File: config.mk
export PLATFORM = sky130hd
export DESIGN_NAME = packed_rgb_to_packed_yuv
export DESIGN_NICKNAME = d
export VERILOG_FILES = /design/src/hw/rtl/p2y_pkg.sv /design/src/hw/rtl/p2y_unpack.sv /design/src/hw/rtl/p2y_matrix.sv /design/src/hw/rtl/p2y_pack.sv /design/src/hw/rtl/packed_rgb_to_packed_yuv.sv
export SDC_FILE = /design/constraint.sdc
export NUM_CORES = 1
export LEC_CHECK = 0
export BUFFER_PORTS_ARGS = -buffer_cell sky130_fd_sc_hd__clkbuf_2
export CORE_UTILIZATION = 55
export DETAILED_ROUTE_END_ITERATION = 10
export PLACE_DENSITY_LB_ADDON = 0.25
export SKIP_CTS_REPAIR_TIMING = 1
export SKIP_LAST_GASP = 1
export SLEW_MARGIN = 20
export SYNTH_ARGS = -nofsm -noshare
export SYNTH_HDL_FRONTEND = slang
export SYNTH_SLANG_ARGS = --single-unit
File: constraint.sdc
create_clock -name clk_i -period 3.7 [get_ports clk_i]
set_input_delay 0.74 -clock clk_i [delete_from_list [all_inputs] [get_ports clk_i]]
set_output_delay 0.74 -clock clk_i [all_outputs]
set_load 0.005 [all_outputs]
File: src/hw/rtl/p2y_pkg.sv
// Shared types and constants for the packed RGB to packed YUV converter.
// No dependencies; every module of the block imports this package.
package p2y_pkg;

  // Conversion modes as written to the mode register.
  localparam logic [2:0] MODE_RGB565    = 3'd0;
  localparam logic [2:0] MODE_ARGB4444  = 3'd1;
  localparam logic [2:0] MODE_RGBA4444  = 3'd2;
  localparam logic [2:0] MODE_ABGR8888  = 3'd3;
  localparam logic [2:0] MODE_ABGR4444  = 3'd4;
  localparam logic [2:0] MODE_ABGR1555  = 3'd5;

  // Output packing format carried down the pipeline.
  typedef enum logic [1:0] {
    FMT_ZERO = 2'd0,
    FMT_565  = 2'd1,
    FMT_4444 = 2'd2,
    FMT_1555 = 2'd3
  } fmt_e;

  // Width of one signed product and of the signed sums.
  localparam int unsigned PW = 17;

  // BT.601 integer coefficients.
  localparam logic signed [PW-1:0] C_YR = 17'sd66;
  localparam logic signed [PW-1:0] C_YG = 17'sd129;
  localparam logic signed [PW-1:0] C_YB = 17'sd25;
  localparam logic signed [PW-1:0] C_UR = -17'sd38;
  localparam logic signed [PW-1:0] C_UG = -17'sd74;
  localparam logic signed [PW-1:0] C_UB = 17'sd112;
  localparam logic signed [PW-1:0] C_VR = 17'sd112;
  localparam logic signed [PW-1:0] C_VG = -17'sd94;
  localparam logic signed [PW-1:0] C_VB = -17'sd18;

  localparam logic signed [PW-1:0] ROUND = 17'sd128;
  localparam logic [7:0]           OFF_Y = 8'd16;
  localparam logic [7:0]           OFF_C = 8'd128;

  // Unpacked pixel: channels widened to 8 bits.
  typedef struct packed {
    fmt_e       fmt;
    logic [3:0] alpha;  // 1555 keeps its single alpha bit in bit 3
    logic [7:0] r;
    logic [7:0] g;
    logic [7:0] b;
  } unpk_t;

  // Registered products of the color matrix.
  typedef struct packed {
    fmt_e                 fmt;
    logic [3:0]           alpha;
    logic signed [PW-1:0] yr, yg, yb;
    logic signed [PW-1:0] ur, ug, ub;
    logic signed [PW-1:0] vr, vg, vb;
  } prod_t;

endpackage

File: src/hw/rtl/p2y_unpack.sv
// First pipeline stage: unpacks the source pixel by mode and widens to 8 bits.
// Depends on p2y_pkg.
module p2y_unpack (
  input  logic           clk_i,
  input  logic           rst_ni,
  input  logic [2:0]     mode_i,
  input  logic           valid_i,
  output logic           stall_o,
  input  logic [31:0]    pixel_i,
  output logic           valid_o,
  input  logic           stall_i,
  output p2y_pkg::unpk_t data_o
);
  import p2y_pkg::*;

  logic  valid_q;
  logic  en;
  unpk_t data_d, data_q;
  logic [15:0] lo;

  assign lo = pixel_i[15:0];

  always_comb begin
    data_d = '0;
    unique case (mode_i)
      MODE_RGB565: begin
        data_d.fmt = FMT_565;
        data_d.r   = {lo[15:11], 3'b000};
        data_d.g   = {lo[10:5], 2'b00};
        data_d.b   = {lo[4:0], 3'b000};
      end
      MODE_ARGB4444: begin
        data_d.fmt   = FMT_4444;
        data_d.alpha = lo[15:12];
        data_d.r     = {lo[11:8], 4'b0000};
        data_d.g     = {lo[7:4], 4'b0000};
        data_d.b     = {lo[3:0], 4'b0000};
      end
      MODE_RGBA4444: begin
        data_d.fmt   = FMT_4444;
        data_d.r     = {lo[15:12], 4'b0000};
        data_d.g     = {lo[11:8], 4'b0000};
        data_d.b     = {lo[7:4], 4'b0000};
        data_d.alpha = lo[3:0];
      end
      MODE_ABGR8888: begin
        data_d.fmt   = FMT_4444;
        data_d.alpha = pixel_i[31:28];
        data_d.b     = {pixel_i[23:20], 4'b0000};
        data_d.g     = {pixel_i[15:12], 4'b0000};
        data_d.r     = {pixel_i[7:4], 4'b0000};
      end
      MODE_ABGR4444: begin
        data_d.fmt   = FMT_4444;
        data_d.alpha = lo[15:12];
        data_d.b     = {lo[11:8], 4'b0000};
        data_d.g     = {lo[7:4], 4'b0000};
        data_d.r     = {lo[3:0], 4'b0000};
      end
      MODE_ABGR1555: begin
        data_d.fmt   = FMT_1555;
        data_d.alpha = {pixel_i[31], 3'b000};
        data_d.b     = {pixel_i[23:19], 3'b000};
        data_d.g     = {pixel_i[15:11], 3'b000};
        data_d.r     = {pixel_i[7:3], 3'b000};
      end
      default: begin
        data_d.fmt = FMT_ZERO;
      end
    endcase
  end

  // The stage takes a new item whenever it is empty or its item moves on.
  assign en      = !valid_q || !stall_i;
  assign stall_o = !en;

  always_ff @(posedge clk_i or negedge rst_ni) begin
    if (!rst_ni) begin
      valid_q <= 1'b0;
    end else if (en) begin
      valid_q <= valid_i;
    end
  end

  always_ff @(posedge clk_i) begin
    if (en && valid_i) begin
      data_q <= data_d;
    end
  end

  assign valid_o = valid_q;
  assign data_o  = data_q;

endmodule

File: src/hw/rtl/p2y_matrix.sv
// Second pipeline stage: forms the nine constant-coefficient products.
// Depends on p2y_pkg.
module p2y_matrix (
  input  logic           clk_i,
  input  logic           rst_ni,
  input  logic           valid_i,
  output logic           stall_o,
  input  p2y_pkg::unpk_t data_i,
  output logic           valid_o,
  input  logic           stall_i,
  output p2y_pkg::prod_t data_o
);
  import p2y_pkg::*;

  logic  valid_q;
  logic  en;
  prod_t data_d, data_q;
  logic signed [PW-1:0] r_s, g_s, b_s;

  assign r_s = signed'({{(PW-8){1'b0}}, data_i.r});
  assign g_s = signed'({{(PW-8){1'b0}}, data_i.g});
  assign b_s = signed'({{(PW-8){1'b0}}, data_i.b});

  always_comb begin
    data_d.fmt   = data_i.fmt;
    data_d.alpha = data_i.alpha;
    data_d.yr    = r_s * C_YR;
    data_d.yg    = g_s * C_YG;
    data_d.yb    = b_s * C_YB;
    data_d.ur    = r_s * C_UR;
    data_d.ug    = g_s * C_UG;
    data_d.ub    = b_s * C_UB;
    data_d.vr    = r_s * C_VR;
    data_d.vg    = g_s * C_VG;
    data_d.vb    = b_s * C_VB;
  end

  assign en      = !valid_q || !stall_i;
  assign stall_o = !en;

  always_ff @(posedge clk_i or negedge rst_ni) begin
    if (!rst_ni) begin
      valid_q <= 1'b0;
    end else if (en) begin
      valid_q <= valid_i;
    end
  end

  always_ff @(posedge clk_i) begin
    if (en && valid_i) begin
      data_q <= data_d;
    end
  end

  assign valid_o = valid_q;
  assign data_o  = data_q;

endmodule

File: src/hw/rtl/p2y_pack.sv
// Third pipeline stage: sums the products, rounds, offsets and packs the word.
// Depends on p2y_pkg; its register is the block's output register.
module p2y_pack (
  input  logic           clk_i,
  input  logic           rst_ni,
  input  logic           valid_i,
  output logic           stall_o,
  input  p2y_pkg::prod_t data_i,
  output logic           valid_o,
  input  logic           stall_i,
  output logic [15:0]    yuv_o
);
  import p2y_pkg::*;

  logic                 valid_q;
  logic                 en;
  logic [15:0]          yuv_d, yuv_q;
  logic signed [PW-1:0] sy, su, sv;
  logic [7:0]           y, u, v;

  assign sy = data_i.yr + data_i.yg + data_i.yb + ROUND;
  assign su = data_i.ur + data_i.ug + data_i.ub + ROUND;
  assign sv = data_i.vr + data_i.vg + data_i.vb + ROUND;

  // Bits 15:8 of the sum are the floor of the sum over 256, modulo 256.
  assign y = sy[15:8] + OFF_Y;
  assign u = su[15:8] + OFF_C;
  assign v = sv[15:8] + OFF_C;

  always_comb begin
    unique case (data_i.fmt)
      FMT_565:  yuv_d = {u[7:3], y[7:2], v[7:3]};
      FMT_4444: yuv_d = {data_i.alpha, y[7:4], u[7:4], v[7:4]};
      FMT_1555: yuv_d = {data_i.alpha[3], y[7:3], u[7:3], v[7:3]};
      default:  yuv_d = '0;
    endcase
  end

  assign en      = !valid_q || !stall_i;
  assign stall_o = !en;

  always_ff @(posedge clk_i or negedge rst_ni) begin
    if (!rst_ni) begin
      valid_q <= 1'b0;
    end else if (en) begin
      valid_q <= valid_i;
    end
  end

  always_ff @(posedge clk_i) begin
    if (en && valid_i) begin
      yuv_q <= yuv_d;
    end
  end

  assign valid_o = valid_q;
  assign yuv_o   = yuv_q;

endmodule

File: src/hw/rtl/packed_rgb_to_packed_yuv.sv
// Packed RGB to packed YUV pixel converter, BT.601 integer coefficients.
// Top level; instantiates p2y_unpack, p2y_matrix and p2y_pack, uses p2y_pkg.
//
// Usage:
//   The input channel carries one pixel_word per item (valid_i / stall_o);
//   the output channel carries one yuv_word per item (valid_o / stall_i).
//   Every item gives exactly one result.
//   conversion_mode is written through mode_we_i / mode_wdata_i while the
//   block is idle; modes 6 and 7 produce a zero word.
// Pipeline and throughput:
//   Three register stages: unpack, multiply, sum and pack. An item is registered
//   in each stage in that order, and one item is taken every cycle when the
//   output is not stalled. The rate is set by the three-stage pipeline, each
//   stage holding one item.
// Reset:
//   rst_ni clears all stage valid bits and sets the mode to RGB565.
// Stall:
//   Each stage holds its item while the stage after it is full and stalled;
//   empty stages further up keep filling, so up to three items wait inside
//   before stall_o rises. Nothing is lost or repeated.
module packed_rgb_to_packed_yuv (
  input  logic        clk_i,
  input  logic        rst_ni,
  input  logic        mode_we_i,
  input  logic [2:0]  mode_wdata_i,
  input  logic        valid_i,
  output logic        stall_o,
  input  logic [31:0] pixel_word_i,
  output logic        valid_o,
  input  logic        stall_i,
  output logic [15:0] yuv_word_o
);
  import p2y_pkg::*;

  logic [2:0] mode_q;
  logic       s1_valid, s1_stall;
  logic       s2_valid, s2_stall;
  unpk_t      s1_data;
  prod_t      s2_data;

  always_ff @(posedge clk_i or negedge rst_ni) begin
    if (!rst_ni) begin
      mode_q <= MODE_RGB565;
    end else if (mode_we_i) begin
      mode_q <= mode_wdata_i;
    end
  end

  p2y_unpack u_unpack (
    .clk_i   (clk_i),
    .rst_ni  (rst_ni),
    .mode_i  (mode_q),
    .valid_i (valid_i),
    .stall_o (stall_o),
    .pixel_i (pixel_word_i),
    .valid_o (s1_valid),
    .stall_i (s1_stall),
    .data_o  (s1_data)
  );

  p2y_matrix u_matrix (
    .clk_i   (clk_i),
    .rst_ni  (rst_ni),
    .valid_i (s1_valid),
    .stall_o (s1_stall),
    .data_i  (s1_data),
    .valid_o (s2_valid),
    .stall_i (s2_stall),
    .data_o  (s2_data)
  );

  p2y_pack u_pack (
    .clk_i   (clk_i),
    .rst_ni  (rst_ni),
    .valid_i (s2_valid),
    .stall_o (s2_stall),
    .data_i  (s2_data),
    .valid_o (valid_o),
    .stall_i (stall_i),
    .yuv_o   (yuv_word_o)
  );

endmodule
# Word-level counts from Yosys, hierarchy flattened

Cells that the tools add are included.

Bits in registers: 182
Bits in latches: 0
RAM bits: 0
Bits in read-only memories: 0
Memories kept: 0

Add/sub/neg operators: 12
$mul: 9
Div/mod/pow operators: 0
Magnitude comparators: 0
Equal/unequal tests: 8
Shift-type cells: 0
Muxes and demuxes: 4
Bitwise operators: 0
Reductions and logical operators: 14

Operators with widths:

| operator                | count |
|---|---|
| $pmux W24 S6            | 1 |
| $add A16 B16 Y16        | 4 |
| $add A16 B9 Y16 const B | 3 |
| $pmux W16 S3            | 1 |
| $mul A9 B7 Y15 const B  | 2 |
| $mul A8 B3 Y11 const B  | 2 |
| $add A16 B14 Y16        | 1 |
| $add A16 B15 Y16        | 1 |
| $add A8 B8 Y8 const B   | 2 |
| $mul A8 B8 Y16 const B  | 1 |
| $pmux W4 S4             | 1 |
| $mul A9 B6 Y15 const B  | 1 |
| $mul A8 B6 Y14 const B  | 1 |
| $mul A9 B5 Y14 const B  | 1 |
| $mul A8 B5 Y13 const B  | 1 |
| $add A8 B5 Y8 const B   | 1 |
| $eq A3 B2 Y1 const B    | 2 |
| $eq A3 B3 Y1 const B    | 2 |
| $pmux W2 S3             | 1 |
| $logic_not A1 Y1        | 5 |
| $eq A2 B2 Y1 const B    | 2 |
| $reduce_or A4 Y1        | 1 |
| $eq A3 B1 Y1 const B    | 1 |
| $logic_and A1 B1 Y1     | 3 |
| other kinds (4)         | 6 |

# Logic depth before layout (Yosys ltp)

Depth in word-level cells: 5
Mapped depth: 17
Gate-level depth less buffers: 17

# Hierarchy

A second synthesis with hierarchy kept.

Cell total of the unflattened synthesis: 1,371
Area total of the unflattened synthesis: 15,382.3 um^2

Modules (own cells, without submodules):

| module                   | instances | cells an instance | area each (um^2) | seq. area each (um^2) |
|---|---|---|---|---|
| p2y_matrix               | 1         | 847               | 9,987.1          | 3,658.5 |
| p2y_pack                 | 1         | 367               | 3,661.0          | 505.5 |
| p2y_unpack               | 1         | 151               | 1,625.3          | 685.7 |
| packed_rgb_to_packed_yuv | 1         | 6                 | 108.9            | 75.1 |

# Worst setup path after synthesis

OpenSTA, ideal clock, no wires.

Path kind: reg-to-reg
From: register u_unpack.data_q, in the netlist u_unpack.data_o[12]
To: register u_matrix.data_q, in the netlist u_matrix.data_o[83] (data pin)
Arrival time: 3,610 ps
Required time: 3,438 ps
Path slack: -172 ps
Stages on the path, launching flop included: 15
Buffers on the path: 0
Cells stage by stage: edfxtp_1 -> ha_1 -> inv_1 -> fa_1 -> fa_1 -> fa_1 -> inv_1 -> ha_1 -> inv_1 -> o21bai_1 -> a21oi_1 -> o21ai_0 -> a21o_1 -> a21oi_1 -> xor2_1

RTL lines:

| element                | RTL line         | source |
|---|---|---|
| start, declared        | p2y_unpack.sv:18 | `unpk_t data_d, data_q;` |
| start signal, assigned | p2y_unpack.sv:87 | `data_q <= data_d;` |
| end signal, assigned   | p2y_matrix.sv:51 | `data_q <= data_d;` |
| end, declared          | p2y_matrix.sv:17 | `prod_t data_d, data_q;` |

# Worst setup path after layout

From: register u_matrix.data_q, in the netlist u_matrix.data_o[132]
To: register u_pack.yuv_q[11] (netlist: u_pack.yuv_o[11]) (data pin)

Word-level cells in the longest chain between the ends: 5

Ends and longest elaborated chain:

| element              | RTL line       | source |
|---|---|---|
| $add A16 B16 Y16     | p2y_pack.sv:21 | `assign sy = data_i.yr + data_i.yg + data_i.yb + ROUND;` |
| $add A16 B14 Y16     | p2y_pack.sv:21 |  |
| $add A16 B9 Y16      | p2y_pack.sv:21 |  |
| $add A8 B5 Y8        | p2y_pack.sv:26 | `assign y = sy[15:8] + OFF_Y;` |
| $pmux W16 S3         | p2y_pack.sv:31 | `unique case (data_i.fmt)` |
| end signal, assigned | p2y_pack.sv:52 | `yuv_q <= yuv_d;` |
| end, declared        | p2y_pack.sv:17 | `logic [15:0] yuv_d, yuv_q;` |

Every way passes these cells.
A chain may end at the register's enable or synchronous reset.

==> out/summary.log <==
[die] effective utilization at floorplan 56.7%
[setup_path] family with the most delay on the worst path adder cells
[clocking] clock tree from TritonCTS yes
[drt] number of detailed-route iterations in the first pass 8
[timing] transition at the pin with the smallest max-transition slack 1.07 ns
[synth] Distinct cells, synth 59
[place] Post-DP HPWL 16,300 um
[synth] count of synthesis-stage warnings from yosys 0
[synth] ys flop type edfxtp_1
[setup_path] Buffers & Inverters on Critical Path 3
[pwr] Peak VDD IR 678 uV
[die] die area 19,200 um2
[timing] final max-slew violation count 0
[global_route] global route overflow 0
[timing] setup TNS -0.0385 ns
[global_route] number of global-route vias before repair 6,840
[clocking] sinks on the clock net 125
[setup_path] nature of the critical path startpoint flip-flop
[place] Final GP Congestion 0.872
[global_route] wire length of the first global-routing pass 33,600 um
[drt] routed wirelength normalized by instance count 16.7 um
[drt] initial detailed-routing violation count 328
[setup_path] largest incremental delay on the critical path 0.52 ns
[cells_and_area] filler instances 1,358
[synth] flip-flop and latch count after synthesis 125
[timing] final hold violation count 0
[synth] fraction of synthesis flops using an asynchronous set or reset pin 4.80%
[setup_path] CP arrival 3.90 ns
[cells_and_area] Register Area 3720 um2
[global_route] aggregate global-route resource usage 22.8%
[setup_path] crit path capture type flip-flop
[worst_hold_path] worst hold path type input port to async pin
[cells_and_area] most frequent cells in the layout 176 x ha_1, 128 x inv_1, 119 x edfxtp_1
[pwr] leakage component of the power 5.60 nW
[cells_and_area] footprint of the multi-input gates 6270 um2
[cells_and_area] net count of the finished layout 1,296
[synth] number of nets in the synthesized netlist 1,186
[timing] final worst path period share 101%
[synth] post-synthesis instance total 899
[synth] top cells by area in the synthesized netlist edfxtp_1 35%, ha_1 23%, fa_1 12%
[synth] Post-synth EDFFs 119
[timing] timing-limited maximum frequency 0.267 GHz
[clocking] Skew-Pair Late Insertion Delay 0.42 ns
[setup_path] CP max-delay cell fa_2
[timing] unrepaired setup endpoints after global routing yes
[drt] per-cell via count in the routed design 5.43
[synth] average cell area after synthesis 11.4 um2
[cells_and_area] cell area after layout 12,100 um2
[setup_path] required time of the worst setup path 3.87 ns
[outcome] run status finished, violations left
[pwr] Pwr Density 906 nW/um2
[die] Die X-Extent 139 um
[cells_and_area] most common cell after layout, fill and taps aside ha_1
[drt] wire length after detailed routing 20,900 um
[timing] headroom to the max-slew limit 29.0%
[cells_and_area] fraction of layout cells with a size suffix above 1 20.0%
[drt] number of routed nets with antenna violations 0
[synth] sequential share of the synthesized area 36.2%
[outcome] failing checks design-rule violations, negative setup slack
[die] count of standard-cell rows 49
[global_route] largest net degree at the start of global routing 82
[pwr] total power after layout 10.9 mW
[setup_path] Cell Chain, Critical Path inv_1 > fa_2 > inv_1 > ha_1 > ha_1 > nand4_1 > o31ai_2 > buf_4 > o221a_4 > a21oi_4 > maj3_2 > a222oi_1 > and2b_1 > xnor2_2 > a221o_1
[die] io pins 58
[timing] minimum period implied by the final worst setup slack 3.74 ns
[clocking] buffer depth of the longest clock path 2
[die] Die Height 139 um
[synth] proportion of netlist area held by the largest area contributor 34.7%
[timing] worst clock skew 0.00516 ns
[clocking] post-CTS clock slew at the launch and capture registers of the worst setup and hold paths 0.05 ns
[setup_path] maximum net fanout on the critical path 4
[die] core footprint 18,100 um2
[setup_path] type of the worst setup path flip-flop to flip-flop
[synth] top cell type by total area after synthesis edfxtp_1
[drt] routed via count 6,780
[drt] DRC violation count after routing 5
[place] Buffers on Ports 50
[global_route] antenna violations before repair 0
[timing] final setup vio count 1
[place] Placed Area 11,200 um2
[cells_and_area] area added between synthesis and finish 17.3%
[clocking] library cell used as clock root buffer clkbuf_16
[synth] Synth Cell Area 10,300 um2
[timing] setup ws final -0.0385 ns
[cells_and_area] # diodes 0
[clocking] number of buffers inserted during clock tree synthesis 17
[clocking] CTS H-tree lvls 4
[flow_run] reported max-cap violation count 0
area by class of cell:
type	instances	share of cell area, %
Inverter	137	4.29
Timing Repair Buffer	112	5.97
Clock inverter	9	0.809
Sequential cell	125	30.9
Clock buffer	21	3.65
Tap cell	229	2.38
Multi-Input combinational cell	616	52.0
cell usage after synthesis, types with 15 or more instances:
library cell and number:
ha_1 187, inv_1 137, edfxtp_1 119, fa_1 60
a21oi_1 54, xnor2_1 39, nor2_1 37, nand2_1 31
o21ai_0 26, a21o_1 17, nor2b_1 15
worst paths after layout:
| path | slack, ns | cells past startpoint | end | from |
|---|---|---|---|---|
| worst min register to register | 0.42 | 0 | u_matrix.data_o[154]$_DFFE_PP_ | u_unpack.data_o[25]$_SDFFCE_PN0P_ |
| min in group clk_i | 0.42 | 0 | u_matrix.data_o[154]$_DFFE_PP_ | u_unpack.data_o[25]$_SDFFCE_PN0P_ |
| worst min-delay path | 0.14 | 1 | mode_q[2]$_DFFE_PN0P_ | rst_ni |
| worst max register to register | -0.04 | 15 | u_pack.yuv_o[11]$_SDFFCE_PN0P_ | u_matrix.data_o[132]$_DFFE_PP_ |
| worst max-delay path | -0.04 | 15 | u_pack.yuv_o[11]$_SDFFCE_PN0P_ | u_matrix.data_o[132]$_DFFE_PP_ |
| max in group asynchronous | 3.42 | 1 | u_pack.valid_o$_DFFE_PN0P_ | rst_ni |
sequential cells by signal, summed over array words and instances, names as in the netlist:
register          count
u_matrix.valid_o      1
u_matrix.data_o      81
mode_q                3
u_unpack.data_o      22
u_pack.valid_o        1
u_unpack.valid_o      1
u_pack.yuv_o         16
worst reg2reg max path, delay by kind of cell, from the launching register on:
kind / cells / cell delay (ns)
AO/OA/AOI/OAI: 5 / 1.03
XOR/XNOR: 1 / 0.09
adder cells (fa/ha/maj): 4 / 1.40
buffers and inverters: 3 / 0.30
flip-flops: 1 / 0.35
AND/OR/NAND/NOR: 2 / 0.31
metal layers:
layer,vias to the layer above,wire length [um],track usage [%]
li1,3367,-,-
met2,134,10200,38.7
met3,44,768,3.94
met1,3235,9270,28.7
met4,0,663,10.6
met5,-,0,0
kinds of logic (layout without fill, tap and decap cells):
group / Yosys count / in the layout / synth area share [%]
adders and majority gates: 248 / 248 / 34.5
AOI/OAI and AO/OA: 168 / 168 / 10.6
muxes: 22 / 22 / 2.54
xor gates and xnor gates: 52 / 52 / 4.43
buffers and inverters: 158 / 279 / 5.77
and+or+nand+nor: 126 / 126 / 5.93
DFF: 125 / 125 / 36.2
metrics by stage:
| step | util (%) | instances | hold slack, ns | setup WS, ns |
|---|---|---|---|---|
| 2_1_floorplan | - | 899 | 0.400 | -0.0152 |
| 3_3_place_gp | 61.5 | 1209 | 0.401 | -0.143 |
| 3_5_place_dp | 61.5 | 1209 | 0.410 | -0.205 |
| 4_1_cts | 64.4 | 1239 | 0.126 | -0.209 |
| 5_1_grt | 66.4 | 1249 | 0.134 | -0.202 |
| 6_report | 66.4 | 1249 | 0.135 | -0.0385 |
power by group:
part	total, mW	internal (mW)	leakage [nW]	switching (mW)
sequential	2.50	2.25	1.22	0.247
clock	1.55	0.972	0.258	0.583
combinational	6.87	3.35	4.12	3.52
(Power assumes the default switching activity.)
